File: config.mk
export PLATFORM = sky130hd
export DESIGN_NAME = gcd_lcm_unit
export DESIGN_NICKNAME = d
export VERILOG_FILES = /design/src/sv/gcl_pkg.sv /design/src/sv/gcl_sequencer.sv /design/src/sv/gcd_lcm_unit.sv
export SDC_FILE = /design/constraint.sdc
export NUM_CORES = 2
export LEC_CHECK = 0
export CORE_MARGIN = 1
export CORE_UTILIZATION = 65
export DETAILED_ROUTE_END_ITERATION = 8
export DONT_BUFFER_PORTS = 1
export PLACE_DENSITY = 0.8
export SLEW_MARGIN = 15
export SYNTH_ARGS = -nofsm -noshare
export SYNTH_HDL_FRONTEND = slang
export SYNTH_SLANG_ARGS = --single-unit
File: constraint.sdc
create_clock -name clk -period 15.45 [get_ports clk]
set_clock_uncertainty 0.1 [all_clocks]
set_input_delay 0.7725 -clock clk [delete_from_list [all_inputs] [get_ports clk]]
set_output_delay 0.7725 -clock clk [all_outputs]
set_load 0.01 [all_outputs]
File: src/sv/gcl_pkg.sv
// Shared types, status codes and the microcode ROM of the GCD/LCM unit.
// No dependencies; used by gcl_sequencer and gcd_lcm_unit.
package gcl_pkg;

  localparam int unsigned PC_W  = 3;
  localparam int unsigned MAG_W = 31;
  localparam int unsigned LCM_W = 62;
  localparam int unsigned CNT_W = 5;

  localparam logic [1:0] ST_NONE = 2'd0;  // both operands zero
  localparam logic [1:0] ST_ONE  = 2'd1;  // one operand zero, no LCM
  localparam logic [1:0] ST_BOTH = 2'd2;  // GCD and LCM valid

  localparam logic [CNT_W-1:0] DIV_LAST = CNT_W'(MAG_W - 1);

  typedef enum logic [2:0] {
    OP_NOP,
    OP_STEIN,
    OP_FORM_G,
    OP_DIV,
    OP_MUL,
    OP_ZERO,
    OP_EMIT
  } op_t;

  typedef enum logic [2:0] {
    COND_NEXT,
    COND_JUMP,
    COND_ZERO,
    COND_XY_NE,
    COND_CNT,
    COND_OUT
  } cond_t;

  typedef struct packed {
    op_t            op;
    cond_t          cond;
    logic [PC_W-1:0] target;
  } uword_t;

  typedef struct packed {
    logic zero_any;
    logic xy_ne;
    logic cnt_nz;
    logic out_free;
  } flags_t;

  typedef struct packed {
    logic busy;
    op_t  op;
  } ctrl_t;

  localparam logic [PC_W-1:0] PC_START = PC_W'(0);
  localparam logic [PC_W-1:0] PC_STEIN = PC_W'(1);
  localparam logic [PC_W-1:0] PC_DIV   = PC_W'(3);
  localparam logic [PC_W-1:0] PC_EMIT  = PC_W'(5);
  localparam logic [PC_W-1:0] PC_ZERO  = PC_W'(6);

  // The program: zero check, binary GCD loop, scale GCD, divide, multiply,
  // hand the item over. The zero path rejoins at the hand-over word.
  function automatic uword_t ucode_rom(input logic [PC_W-1:0] pc);
    uword_t w;
    w = '{op: OP_NOP, cond: COND_JUMP, target: PC_START};
    case (pc)
      3'd0: w = '{op: OP_NOP,    cond: COND_ZERO,  target: PC_ZERO};
      3'd1: w = '{op: OP_STEIN,  cond: COND_XY_NE, target: PC_STEIN};
      3'd2: w = '{op: OP_FORM_G, cond: COND_NEXT,  target: PC_START};
      3'd3: w = '{op: OP_DIV,    cond: COND_CNT,   target: PC_DIV};
      3'd4: w = '{op: OP_MUL,    cond: COND_NEXT,  target: PC_START};
      3'd5: w = '{op: OP_EMIT,   cond: COND_OUT,   target: PC_START};
      3'd6: w = '{op: OP_ZERO,   cond: COND_JUMP,  target: PC_EMIT};
      default: w = '{op: OP_NOP, cond: COND_JUMP,  target: PC_START};
    endcase
    return w;
  endfunction

endpackage

File: src/sv/gcl_sequencer.sv
// Microcode sequencer: step counter, control ROM and conditional jumps.
// Depends on gcl_pkg.
module gcl_sequencer
  import gcl_pkg::*;
(
  input  logic   clk,
  input  logic   rst,
  input  logic   start,
  input  flags_t flags,
  output ctrl_t  ctrl
);

  logic [PC_W-1:0] pc;
  logic [PC_W-1:0] pc_next;
  logic            busy;
  logic            busy_next;
  uword_t          word;

  assign word = ucode_rom(pc);
  assign ctrl.busy = busy;
  assign ctrl.op   = busy ? word.op : OP_NOP;

  always_comb begin
    pc_next   = pc;
    busy_next = busy;
    if (start) begin
      pc_next   = PC_START;
      busy_next = 1'b1;
    end else if (busy) begin
      unique case (word.cond)
        COND_NEXT:  pc_next = pc + PC_W'(1);
        COND_JUMP:  pc_next = word.target;
        COND_ZERO:  pc_next = flags.zero_any ? word.target : pc + PC_W'(1);
        COND_XY_NE: pc_next = flags.xy_ne ? word.target : pc + PC_W'(1);
        COND_CNT:   pc_next = flags.cnt_nz ? word.target : pc + PC_W'(1);
        COND_OUT: begin
          // The item leaves only once the output register is free.
          if (flags.out_free) begin
            pc_next   = word.target;
            busy_next = 1'b0;
          end
        end
        default:    pc_next = PC_START;
      endcase
    end
  end

  always_ff @(posedge clk) begin
    if (rst) begin
      pc   <= PC_START;
      busy <= 1'b0;
    end else begin
      pc   <= pc_next;
      busy <= busy_next;
    end
  end

endmodule

File: src/sv/gcd_lcm_unit.sv
// GCD and LCM of the magnitudes of two signed 32-bit operands, one result item per input item.
// Takes one item at a time: each item runs through the binary GCD loop
// (at most 62 steps, one per cycle) followed by a 31-step restoring divide and one multiply,
// all run by a microcoded sequencer over a single datapath. A finished result waits in an
// output register, so the next item can be accepted while it is still unclaimed.
// The pattern 0x80000000 is treated as -2147483647. Depends on gcl_pkg and gcl_sequencer.
module gcd_lcm_unit
  import gcl_pkg::*;
(
  input  logic              clk,
  input  logic              rst,
  input  logic              in_valid,
  output logic              in_ready,
  input  logic signed [31:0] a_value,
  input  logic signed [31:0] b_value,
  output logic              out_valid,
  input  logic              out_ready,
  output logic [1:0]        status,
  output logic [MAG_W-1:0]  gcd_value,
  output logic [LCM_W-1:0]  lcm_value
);

  ctrl_t  ctrl;
  flags_t flags;
  logic   accept;

  logic [MAG_W-1:0] ma;
  logic [MAG_W-1:0] mb;
  logic [MAG_W-1:0] x;
  logic [MAG_W-1:0] y;
  logic [CNT_W-1:0] k;
  logic [MAG_W-1:0] g;
  logic [MAG_W-1:0] rem;
  logic [MAG_W-1:0] quo;
  logic [CNT_W-1:0] cnt;
  logic [LCM_W-1:0] lcm;
  logic [1:0]       res_status;

  logic [MAG_W-1:0] mag_a;
  logic [MAG_W-1:0] mag_b;

  function automatic logic [MAG_W-1:0] magnitude(input logic [31:0] v);
    logic [31:0] n;
    n = v[31] ? (32'd0 - v) : v;
    // Only the most negative pattern leaves bit 31 set; it saturates.
    return n[31] ? {MAG_W{1'b1}} : n[MAG_W-1:0];
  endfunction

  assign mag_a = magnitude(a_value);
  assign mag_b = magnitude(b_value);

  assign accept   = in_valid && in_ready;
  assign in_ready = !ctrl.busy;

  assign flags.zero_any = (x == '0) || (y == '0);
  assign flags.xy_ne    = (x != y);
  assign flags.cnt_nz   = (cnt != '0);
  assign flags.out_free = !out_valid || out_ready;

  gcl_sequencer u_seq (
    .clk   (clk),
    .rst   (rst),
    .start (accept),
    .flags (flags),
    .ctrl  (ctrl)
  );

  // Restoring divide step and the product.
  logic [MAG_W:0]   rem_sh;
  logic             div_ge;
  logic [LCM_W-1:0] product;

  assign rem_sh  = {rem, quo[MAG_W-1]};
  assign div_ge  = rem_sh >= {1'b0, g};
  assign product = LCM_W'(quo) * LCM_W'(mb);

  logic emit_fire;
  assign emit_fire = (ctrl.op == OP_EMIT) && flags.out_free;

  always_ff @(posedge clk) begin
    if (accept) begin
      ma <= mag_a;
      mb <= mag_b;
      x  <= mag_a;
      y  <= mag_b;
      k  <= '0;
    end else begin
      unique case (ctrl.op)
        OP_NOP, OP_EMIT: begin
        end
        OP_STEIN: begin
          if (flags.xy_ne) begin
            if (!x[0] && !y[0]) begin
              x <= x >> 1;
              y <= y >> 1;
              k <= k + CNT_W'(1);
            end else if (!x[0]) begin
              x <= x >> 1;
            end else if (!y[0]) begin
              y <= y >> 1;
            end else if (x > y) begin
              x <= (x - y) >> 1;
            end else begin
              y <= (y - x) >> 1;
            end
          end
        end
        OP_FORM_G: begin
          g   <= x << k;
          rem <= '0;
          quo <= ma;
          cnt <= DIV_LAST;
        end
        OP_DIV: begin
          rem <= div_ge ? MAG_W'(rem_sh - {1'b0, g}) : rem_sh[MAG_W-1:0];
          quo <= {quo[MAG_W-2:0], div_ge};
          cnt <= cnt - CNT_W'(1);
        end
        OP_MUL: begin
          lcm        <= product;
          res_status <= ST_BOTH;
        end
        OP_ZERO: begin
          // At most one of x and y is nonzero here.
          g          <= x | y;
          lcm        <= '0;
          res_status <= ((x == '0) && (y == '0)) ? ST_NONE : ST_ONE;
        end
        default: begin
        end
      endcase
    end
  end

  always_ff @(posedge clk) begin
    if (rst) begin
      out_valid <= 1'b0;
    end else begin
      out_valid <= emit_fire || (out_valid && !out_ready);
    end
    if (emit_fire) begin
      status    <= res_status;
      gcd_value <= g;
      lcm_value <= lcm;
    end
  end

  assert property (@(posedge clk) disable iff (rst) accept |=> !in_ready)
    else $error("unit took an item but did not go busy");

  assert property (@(posedge clk) disable iff (rst)
      (ctrl.op == OP_DIV) |-> ({1'b0, rem} < {1'b0, g}))
    else $error("partial remainder not below the divisor");

  assert property (@(posedge clk) disable iff (rst)
      (out_valid && (status == ST_NONE)) |-> ((gcd_value == '0) && (lcm_value == '0)))
    else $error("both-zero result carries nonzero values");

  assert property (@(posedge clk) disable iff (rst)
      (out_valid && (status == ST_BOTH)) |-> ((gcd_value != '0) && (lcm_value != '0)))
    else $error("normal result with a zero GCD or LCM");

endmodule
# [Word-level counts from Yosys, hierarchy flattened]
# Cells that the tools add are included.
[word_totals] regBits=391 in_bits=68 output_inout_bits=97
[op_classes] n_addsub=8 multipliers=1 magnitude_cmp=2 eq_ne=22 n_shift=1 mux=37 n_bitwise=2 reduce_logical=34
[op_table] op="$mux W31" count=17
[op_table] op="$pmux W31 S2" count=3
[op_table] op="$pmux W62 S2" count=1
[op_table] op="$sub A31 B31 Y31" count=3
[op_table] op="$mux W32" count=2
[op_table] op="$sub A1 B32 Y32 const A" count=2
[op_table] op="$pmux W9 S7" count=1
[op_table] op="$logic_not A31 Y1" count=2
[op_table] op="$mul A31 B31 Y62" count=1
[op_table] op="$ge A32 B31 Y1" count=1
[op_table] op="$gt A31 B31 Y1" count=1
[op_table] op="$ne A31 B31 Y1" count=1
[op_table] op="$or A31 B31 Y31" count=1
[op_table] op="$shl A31 B5 Y31" count=1
[op_table] op="$eq A3 B3 Y1 const B" count=8
[op_table] op="$eq A3 B2 Y1 const B" count=6
[op_table] op="$pmux W3 S6" count=1
[op_table] op="$mux W3" count=5
[op_table] op="$pmux W5 S2" count=1
[op_table] op="$reduce_and A2 Y1" count=5
[op_table] op="$reduce_bool A2 Y1" count=5
[op_table] op="$eq A3 B1 Y1 const B" count=3
[op_table] op="$reduce_and A4 Y1" count=2
[op_table] op="$logic_not A3 Y1" count=2
[op_table] op="17 further kinds" count=32

# [Logic depth before layout (Yosys ltp)]
[logic_depth] depth_word=8 ltp_mapped=28 mapped_depth_nobuf=27

# [Hierarchy]
# From an unflattened synthesis, not the netlist that was laid out.
[unflattened] cells_unflattened=5706 area_unflattened_um2=54389.7
[by_module_without_submodules] mod="gcd_lcm_unit" instances=1 cells_per_inst=5652 area_per_inst_um2=53943.0 seq_area_each_um2=11561.1
[by_module_without_submodules] mod="gcl_sequencer" instances=1 cells_per_inst=54 area_per_inst_um2=446.7 seq_area_each_um2=80.1

# [Least setup slack after synthesis]
# Ideal clock, no wire load.
[synth_path] kind="register to register" startpoint="register u_seq.pc[2]" endpoint="register g[0] (enable)" arrival_ps=13146 required_time_ps=14962 path_slack_ps=1816 stages_incl_launch_ff=13 n_path_buf=4 synth_period_minus_slack_ps=13634 cell_sequence="dfxtp_1 -> buf_2 -> inv_1 -> ha_1 -> a21oi_1 -> inv_1 -> a2111oi_0 -> nor2b_1 -> inv_1 -> clkbuf_8 -> clkbuf_8 -> clkbuf_1 -> nand2_1"
[synth_between] elab_chain_len=6 word_cells_on_any_way=13
[synth_rtl] element="from (decl)" line="gcl_sequencer.sv:13" rtl="logic [PC_W-1:0] pc;"
[synth_rtl] element="from (signal assigned)" line="gcl_sequencer.sv:53" rtl="pc <= pc_next;"
[synth_rtl] element="$eq A3 B3 Y1 (tied with other cells)" line="gcl_pkg.sv:64" rtl="case (pc)"
[synth_rtl] element="$pmux W9 S7 (*)" line="gcl_pkg.sv:64"
[synth_rtl] element="$mux W3 (*)" line="gcl_sequencer.sv:21" rtl="assign ctrl.op = busy ? word.op : OP_NOP;"
[synth_rtl] element="$eq A3 B3 Y1 or $eq A3 B2 Y1 (tied branches)" line="gcd_lcm_unit.sv:88" rtl="unique case (ctrl.op)"
[synth_rtl] element="$reduce_bool A2 Y1 (no line) (*)"
[synth_rtl] element="$reduce_and A2 Y1 (no line) (*)"
[synth_rtl] element="to (signal assigned)" line="gcd_lcm_unit.sv:109" rtl="g <= x << k;"
[synth_rtl] element="to (signal assigned)" line="gcd_lcm_unit.sv:125" rtl="g <= x | y;"
[synth_rtl] element="to (decl)" line="gcd_lcm_unit.sv:32" rtl="logic [MAG_W-1:0] g;"
# Every way passes the cells marked *; elsewhere a longest branch is shown, timed or not.
# A chain may end at the register's enable or synchronous reset.

# [Worst setup path in the final report]
[layout_path] startpoint="register mb[6]" endpoint="register lcm[48] (data pin)"
[layout_between] elab_chain_len=2
[layout_rtl] element="from (decl)" line="gcd_lcm_unit.sv:28" rtl="logic [MAG_W-1:0] mb;"
[layout_rtl] element="from (signal assigned)" line="gcd_lcm_unit.sv:83" rtl="mb <= mag_b;"
[layout_rtl] element="$mul A31 B31 Y62" line="gcd_lcm_unit.sv:75" rtl="assign product = LCM_W'(quo) * LCM_W'(mb);"
[layout_rtl] element="$pmux W62 S2" line="gcd_lcm_unit.sv:88"
[layout_rtl] element="to (signal assigned)" line="gcd_lcm_unit.sv:120" rtl="lcm <= product;"
[layout_rtl] element="to (decl)" line="gcd_lcm_unit.sv:36" rtl="logic [LCM_W-1:0] lcm;"
# No other way between the ends.

==> flow_metrics.py <==
metrics = {
    "synthesis": {
        "synth_most_common_cell": "inv_1",
        "synth_top_area_frac": 0.307,
        "syn-mean-instance-area_sq_um": 9.53,
        "synthDistinctLibCells": 94,
        "async_flop_share": 0,
        "syn_area_sq_um": 54700,
        "synth_cells": 5743,
        "synth-edff-count": 381,
        "yosys-top-cells-area": "fa_1, edfxtp_1, ha_1, inv_1, and2_1",
        "syn-num-nets": 7038,
        "ys_seq_area_frac": 0.213,
        "netlist_top_cells_count": "inv_1, fa_1, nand2_1",
        "synth-seq-cells": 391,
        "yosys_warnings": 0,
        "ys.flop_type": "edfxtp_1",
        "synth_top_area_cell": "fa_1",
    },
    "clocking": {
        "postCtsHoldBufs": 0,
        "cts.clk_slew.worst_paths_ns": 0.06,
        "cts-root-buf": "clkbuf_16",
        "clock_latency_ns": 0.62,
        "clock-sinks": 391,
        "cts_buffer_depth": 3,
        "cts.repair.resized": 0,
        "tritoncts": "built",
        "h-tree-depth": 2,
        "cts_made_buffers": 45,
        "post_cts_buffers": 0,
    },
    "grt": {
        "grt_max_degree": 100,
        "grt_pass1_vias": 44016,
        "grt_pass1_wl_um": 254000,
        "antenna_found_initial": 2,
        "grt_usage": 0.395,
        "overflow": 0,
    },
    "finish": {
        "final_nets": 6836,
        "n_fill_cell": 6456,
        "area_growth_pct": 3.89,
        "drive_gt1_frac": 0.0420,
    },
    "setup_path": {
        "r2r_slack_ns": 6.73,
        "cp_common_cell": "fa_1",
        "cp-endpoint": "lcm[48]$_SDFFCE_PP0P_",
        "max_stage_delay_ns": 1.08,
        "crit_path_end_kind": "flip-flop",
        "worst_setup_path_start_kind": "flip-flop",
        "worstSetupPathType": "reg -> reg",
        "crit_chain": "and2_1 > fa_1 > fa_1 > inv_1 > fa_1 > fa_1 > inv_1 > fa_1 > inv_1 > fa_1 > fa_1 > fa_1 > inv_1 > ha_1 > a21oi_1 > nand2_1 > a211o_1 > a21oi_1 > nor3_1 > nor4bb_1 > o21ai_0 > xnor2_1 > nor2_1",
        "cp.depth": 23,
        "slowest_stage": "edfxtp_1",
        "crit_buf_inv": 4,
        "required_ns": 15.66,
        "worst_ep_arrival_time_ns": 8.93,
        "cp_top_family": "adder cells",
        "timing.rr.end": "lcm[48]$_SDFFCE_PP0P_",
        "reg2reg_from": "mb[6]$_DFFE_PP_",
        "reg2regPathDepth": 23,
        "startpoint": "mb[6]$_DFFE_PP_",
        "crit_fanout": 31,
    },
    "status": {
        "status": "finished clean",
    },
    "floorplanning": {
        "die_w_um": 292,
        "pin_count": 165,
        "die_h_um": 292,
        "start_util": 0.655,
        "num_rows": 106,
        "coreArea_sq_um": 83600,
        "die_area_sq_um": 85400,
    },
    "placement": {
        "dp_hpwl_um": 124000,
        "gp_congestion": 1.01,
        "numPortBuffers": 0,
    },
    "sta": {
        "finalHoldViolations": 0,
        "fmax_mhz": 115,
        "finalCritPeriodShare": 0.564,
        "timing.slew.headroom": 0.164,
        "tightest_slew_ns": 1.25,
        "period_minus_slack_ns": 8.72,
        "setup_viol": 0,
        "fin_tns_setup_ns": 0,
        "final_max_slew_viol_count": 0,
        "rsz0062_at_grt": "false",
    },
    "route": {
        "post-route-drc-count": 0,
        "top_layer": "met5",
        "postRouteAntennaNets": 0,
        "post_drt_wl_per_cell_um": 24.7,
        "met3_length_um": 15000,
        "viasPerCell": 6.32,
        "wirelength_um": 165000,
        "dr_wl_met2_um": 79200,
        "met1Wirelength_um": 55800,
        "first_pass_iters": 8,
        "drt_iter0_drc": 4262,
        "vias": 42089,
    },
    "flow_run": {
        "drv_cap": 0,
    },
    "hold_path": {
        "min_path_type": "in -> reg",
        "holdPathStages": 1,
    },
}
-- layout by cell type (no fill, tap or decap), types with 10 or more instances in the layout --
cell       instances
nor4_1            39
nand4_1           38
clkbuf_1          10
a21boi_0          10
nand2_1          795
nor2b_1           29
o21a_1            25
ha_1             387
nor2_1           192
a21oi_1          212
or2_2             14
nand3_1           48
a221oi_1          50
xnor2_1          115
o22ai_1           19
o21bai_1          34
fa_1             840
and3_1            10
or3_1             14
nor3_1            52
inv_1            940
mux2i_1           48
o211ai_1          11
buf_4             82
a22oi_1           13
a211oi_1          30
mux2_2            10
o31ai_1           40
nand2b_1          18
and2_1           505
o21ai_0          145
or4_1             13
a31oi_1           53
xor2_1            70
mux4_2            21
a21o_1            50
clkbuf_16         45
edfxtp_1         381
-- registers in the layout (all words and copies together), names as in the netlist --
signal / cells
res_status: 2
rem: 31
k: 5
out_valid: 1
u_seq.busy: 1
lcm: 62
gcd_value: 31
g: 31
status: 2
u_seq.pc: 3
x: 31
ma: 31
quo: 31
mb: 31
y: 31
cnt: 5
lcm_value: 62
-- per-stage QoR --
step,instances,setup WS (ns),util,instance area [sq um],hold slack [ns]
global route,6654,6.51,0.681,56900,0.129
CTS,6654,6.79,0.681,56900,0.122
global placement,6574,6.90,0.663,55400,0.302
detailed placement,6574,6.79,0.663,55400,0.305
floorplan,5743,1.82,-,54700,0.300
finish,6658,6.73,0.681,56900,0.144
-- worst min-delay path by stage --
stage                                    to             startpoint  slack [ns]
global placement    lcm_value[13]$_DFFE_PP_  lcm[13]$_SDFFCE_PP0P_        0.30
CTS                    out_valid$_SDFF_PP0_                    rst        0.12
floorplan            lcm_value[0]$_DFFE_PP_   lcm[0]$_SDFFCE_PP0P_        0.30
finish                 out_valid$_SDFF_PP0_                    rst        0.14
detailed placement  lcm_value[21]$_DFFE_PP_  lcm[21]$_SDFFCE_PP0P_        0.30
global route          u_seq.busy$_SDFF_PP0_                    rst        0.13
-- layer usage --
| metal | up-vias | track usage |
|---|---|---|
| met3 | 768 | 0.0781 |
| met4 | 2 | 0.298 |
| met2 | 2462 | 0.651 |
| li1 | 18023 | - |
| met1 | 20834 | 0.458 |
| met5 | - | 0 |
-- cell families after synthesis --
logic type      count (synthesis)  share of synthesized area
mux                            79                     0.0195
simple gates                 1808                      0.161
compound gates                777                     0.0924
buf+inv                      1276                     0.0892
flops                         391                      0.213
fa+ha+maj                    1227                      0.396
xor+xnor                      185                     0.0296
-- worst register-to-register path, delay by kind of cell (launching register included) --
family	cells	cell delay [ns]
buffers and inverters	4	0.21
XOR/XNOR	1	0.19
AND/OR/NAND/NOR	5	1.52
flip-flops	1	1.08
AO/OA/AOI/OAI	4	1.00
adder cells (fa/ha/maj)	9	4.33
-- cell type report --
type,count,area [sq um],area share
Clock buffer,59,1220,0.0214
Clock inverter,21,219,0.00385
Multi-Input combinational cell,4076,38300,0.673
Inverter,945,3550,0.0625
Sequential cell,391,11600,0.205
Antenna cell,4,10.0,0.000176
Tap cell,1080,1350,0.0238
Timing Repair Buffer,82,616,0.0108
Power is not shown: default switching activity piles up to over one toggle a cycle in this logic, so the estimate is an artifact.
